## config.mk

```make
export PLATFORM = sky130hd
export DESIGN_NAME = sbrb_place
export DESIGN_NICKNAME = d
export VERILOG_FILES = /design/src/rtl/core/shifted_bitmap_row_blit_top_defines.svh /design/src/rtl/core/sbrb_pkg.sv /design/src/rtl/core/sbrb_place.sv
export SDC_FILE = /design/constraint.sdc
export NUM_CORES = 1
export LEC_CHECK = 0
export ABC_AREA = 1
export BUFFER_PORTS_ARGS = -buffer_cell sky130_fd_sc_hd__buf_4
export CELL_PAD_IN_SITES_DETAIL_PLACEMENT = 1
export CELL_PAD_IN_SITES_GLOBAL_PLACEMENT = 1
export CORE_AREA = 2 2 130 144
export DETAILED_ROUTE_END_ITERATION = 6
export DIE_AREA = 0 0 132 146
export GPL_ROUTABILITY_DRIVEN = 0
export PLACE_DENSITY = 0.78
export SLEW_MARGIN = 0
export SYNTH_ARGS = -nofsm -noshare
export SYNTH_HDL_FRONTEND = slang
export SYNTH_SLANG_ARGS = --single-unit
```

## constraint.sdc

```tcl
create_clock -name vclk -period 3.1
set_input_delay 0.31 -clock vclk [all_inputs]
set_output_delay 0.31 -clock vclk [all_outputs]
set_load 0.03 [all_outputs]
```

## src/rtl/core/shifted_bitmap_row_blit_top_defines.svh

```systemverilog
// assertion macros used by the bitmap blitter rtl
`ifndef SHIFTED_BITMAP_ROW_BLIT_TOP_DEFINES_SVH
`define SHIFTED_BITMAP_ROW_BLIT_TOP_DEFINES_SVH

// same-cycle implication, checked on clk_i, off during reset
`define SBRB_ASSERT_IMP(lbl, ante, cons) \
  lbl: assert property (@(posedge clk_i) disable iff (!rst_ni) (ante) |-> (cons)) \
    else $error("same-cycle check failed");

// next-cycle implication, checked on clk_i, off during reset
`define SBRB_ASSERT_NXT(lbl, ante, cons) \
  lbl: assert property (@(posedge clk_i) disable iff (!rst_ni) (ante) |=> (cons)) \
    else $error("next-cycle check failed");

`endif

```

## src/rtl/core/sbrb_pkg.sv

```systemverilog
// types, state codes and the pixel merge function of the bitmap blitter
package sbrb_pkg;

  localparam int unsigned WordBits = 32;
  localparam logic [WordBits-1:0] AllOnes = 32'hFFFF_FFFF;

  // item function codes
  localparam logic FuncBlit = 1'b0;
  localparam logic FuncRead = 1'b1;

  typedef enum logic [1:0] {
    ST_CLEAR,
    ST_IDLE,
    ST_READ,
    ST_WRITE
  } state_e;

  // one write lane into a framebuffer bank
  typedef struct packed {
    logic                en;
    logic [WordBits-1:0] data;
    logic [WordBits-1:0] span;
  } lane_t;

  // combine shifted pattern bits with the old framebuffer word
  function automatic logic [WordBits-1:0] sbrb_merge(
    input logic [WordBits-1:0] old_word,
    input logic [WordBits-1:0] data,
    input logic [WordBits-1:0] span,
    input logic                replace,
    input logic                black
  );
    logic [WordBits-1:0] res;
    if (replace) begin
      res = (old_word & ~span) | (black ? (data ^ span) : data);
    end else if (black) begin
      res = old_word ^ data;
    end else begin
      res = old_word | data;
    end
    return res;
  endfunction

endpackage

```

## src/rtl/core/sbrb_place.sv

```systemverilog
// clipping, word placement and bank steering of one bitmap row
module sbrb_place import sbrb_pkg::*; #(
  parameter int unsigned RowWords   = 20,
  parameter int unsigned ScreenRows = 400,
  parameter int unsigned AddrW      = 13,
  parameter int unsigned BankAddrW  = 12
) (
  input  logic signed [10:0]   pos_x_i,
  input  logic signed [10:0]   row_y_i,
  input  logic [WordBits-1:0]  pattern_i,
  output logic                 draw_ok_o,
  output logic [BankAddrW-1:0] even_addr_o,
  output logic [BankAddrW-1:0] odd_addr_o,
  output lane_t                even_lane_o,
  output lane_t                odd_lane_o
);

  localparam int ScreenCols = int'(RowWords) * 32;

  logic              x_ok, y_ok;
  logic [11:0]       xs;
  logic [4:0]        shift;
  logic [6:0]        wp1;
  logic [AddrW-1:0]  base;
  logic [AddrW:0]    idx_r, idx_l;
  logic              l_en, r_en;
  logic [2*WordBits-1:0] data64, span64;
  lane_t             lane_l, lane_r;
  logic [BankAddrW-1:0] addr_l, addr_r;

  // clipping of whole rows
  assign x_ok = (int'(pos_x_i) >= -31) && (int'(pos_x_i) < ScreenCols);
  assign y_ok = !row_y_i[10] && (int'(row_y_i) < int'(ScreenRows));
  assign draw_ok_o = x_ok && y_ok;

  // word position and bit offset, biased so the left word index is wp1 - 1
  assign xs    = 12'($signed({pos_x_i[10], pos_x_i}) + 12'sd32);
  assign shift = xs[4:0];
  assign wp1   = xs[11:5];

  // framebuffer word indexes of the right and left parts
  assign base  = AddrW'(32'(row_y_i[9:0]) * RowWords);
  assign idx_r = (AddrW+1)'(base) + (AddrW+1)'(wp1);
  assign idx_l = idx_r - (AddrW+1)'(1);
  assign addr_l = BankAddrW'(idx_l >> 1);
  assign addr_r = BankAddrW'(idx_r >> 1);

  // parts that stay on screen
  assign l_en = draw_ok_o && (wp1 != 7'd0);
  assign r_en = draw_ok_o && (shift != 5'd0) && (int'(wp1) < int'(RowWords));

  // shifted pattern and the mask of the pixels under it
  assign data64 = {pattern_i, {WordBits{1'b0}}} >> shift;
  assign span64 = {AllOnes, {WordBits{1'b0}}} >> shift;

  assign lane_l = '{en: l_en, data: data64[2*WordBits-1:WordBits],
                    span: span64[2*WordBits-1:WordBits]};
  assign lane_r = '{en: r_en, data: data64[WordBits-1:0], span: span64[WordBits-1:0]};

  // neighboring words always fall into opposite banks
  always_comb begin
    if (idx_l[0]) begin
      even_addr_o = addr_r;
      even_lane_o = lane_r;
      odd_addr_o  = addr_l;
      odd_lane_o  = lane_l;
    end else begin
      even_addr_o = addr_l;
      even_lane_o = lane_l;
      odd_addr_o  = addr_r;
      odd_lane_o  = lane_r;
    end
  end

endmodule

```

==> reports/qor.txt <==
Outcome = finished, violations left
Failing checks = setup timing
Net Switching = 1.55 mW
Critical Path RT = 2.79 ns
Worst rel slew slack = 32.6%
Synthesized instance count = 1038
Initial core utilization = 27.8%
Post-DRT Antenna Nets = 0
Top cell type's share of synthesized area = 33.6%
Critical-path maximum fanout = 6
Share of cells above drive strength 1 = 28.2%
First-pass GRT wire length = 36000 um
Setup Crit Path Kind = in2out
CP Capture Type = output pin
Largest net degree at the start of global routing = 94
Most frequent cells in the layout = nand2_1, buf_4, nand3_1
Sw frac = 64.8%
Post-synthesis average cell area = 4.73 sq um
Reg power frac = 0%
Antenna Cells = 0
Nature of the critical path startpoint = primary input
Register area share after synthesis = 0%
Share of total power in the clock network = 0%
Routed wire per std cell = 15.6 um
Residual DRC count = 0
Setup TNS = -0.675 ns
Detailed-route via count = 7293
Die W = 132 um
Rows = 51
Initial drt markers = 393
Via-to-Cell Ratio = 4.96
Initial antenna violation count = 0
Final hold vios = 0
Met3 WL = 761 um
Synthesized area = 0.00491 sq mm
Vias in the first global route = 7065
Seq_cells = 0
Worst Hold Launch = pos_x_i[6]
Layout overhead on the synthesized area = 45.5%
Core Area = 0.0177 sq mm
Hold Path Class = in2out
Worst-Margin Slew = 1.01 ns
Die area = 0.0193 sq mm
GRT overflow = 0
Die Y = 146 um
Synth cell types = 39
Critical Path Start = row_y_i[3]
Wl on met1 = 10400 um
Final wirelength = 23000 um
Most common cell after layout, fill and taps aside = nand2_1
Post-layout min period = 3.28 ns
Synth area leaders = nand2_1, nand3_1, inv_1
Final worst slack = -0.185 ns
Yosys top cell by area = nand2_1
First-pass DRT Iterations = 5
Yosys Warn Count = 0
DR WL met2 = 11300 um
WP data arrival = 2.97 ns
Leak = 3.98 nW
Final HPWL DP = 18600 um
DR top layer = met4
Maximum VDD drop = 0.000214 V
Post-Syn Nets = 1117
Gate power share = 100.0%
Max_cap viols = 0
IO Pins = 209
Final setup fails = 7
Max Slew Vio Count = 0
Tot GR Track Use = 22.1%
Clock buffer count = 0
FMAX = 0.304 GHz
PD cells = 334 mW/mm^2
Reg area = 0 sq um
Final nets = 1314
Int Pwr = 0.840 mW
RSZ-0062 raised after global routing = yes
Final Power = 2.39 mW
Tcrit/Tclk final = 106%
IO Port Bufs = 209
Final hold slack = 1.04 ns
## power by group through the flow
stage	clock network (mW)	registers, mW	logic [mW]
3_3_place_gp	0	0	2.19
2_1_floorplan	0	0	1.43
5_1_grt	0	0	2.57
3_5_place_dp	0	0	2.24
6_report	0	0	2.39
4_1_cts	0	0	2.29
## worst max-delay path, cell delays in order
cell     delay (ns)
buf_8          0.10
ha_4           0.24
ha_4           0.16
fa_2           0.48
ha_4           0.34
nand2_4        0.06
nor2_2         0.10
nand2_1        0.06
nand3_2        0.11
inv_2          0.06
nor2_4         0.12
nand2_1        0.07
nand2_1        0.12
nand2_4        0.08
xor2_2         0.18
nand2_1        0.07
o21ai_1        0.13
buf_4          0.19
## routing by layer
metal | vias up | GRT usage [%]
met1 | 3410 | 29.5
li1 | 3666 | -
met5 | - | 0
met2 | 184 | 39.7
met3 | 33 | 1.04
met4 | 0 | 4.02
## timing repair
item                       in CTS  in global routing
gates resized for setup        27                 47
setup endpoints to repair      11                 13
buffers inserted                2                  3
pin swaps                      26                 29
hold buffers                    0                  0
## synthesized netlist by cell type, drive strengths merged, types with 2 or more instances
master and count:
nand2 456, nand3 111, o21ai 109, inv 98, nor2 90, buf 41
xor2 26, clkbuf 23, ha 23, a21oi 8, o21a 8, a31oi 7
xnor2 7, mux2i 6, nand4 5, nor3 5, a22oi 4, clkinv 2
fa 2, or2 2
## logic make-up after synthesis
logic type,count (synthesis),synth area share (%)
AO/OA/AOI/OAI,139,15.3
XOR/XNOR,33,5.89
adder cells (fa/ha/maj),25,6.68
buffers and inverters,164,14.2
multiplexers,6,1.22
AND/OR/NAND/NOR,671,56.6
## layout make-up
type	instances	area [sq um]
fillers	2564	10500
inverters	100	375
multi-input cells	874	4480
well taps	238	298
repair buffers	259	1990
## worst paths after layout
kind                             end  slack (ns)  depth (start not counted)
worst min-delay path  even_addr_o[0]        1.04                          3
worst max-delay path  even_addr_o[9]       -0.18                         18
## stage by stage
stage	cells	worst slack [ns]	area, sq um	util, %
final	1471	-0.185	7140	40.4
after global routing	1471	-0.306	7140	40.4
after floorplan	1038	-0.0609	4930	-
after detailed placement	1466	-0.391	6810	38.5
after global placement	1466	-0.268	6810	38.5
after CTS	1468	-0.130	6930	39.2
No activity file was read; power rests on OpenSTA's default activity.
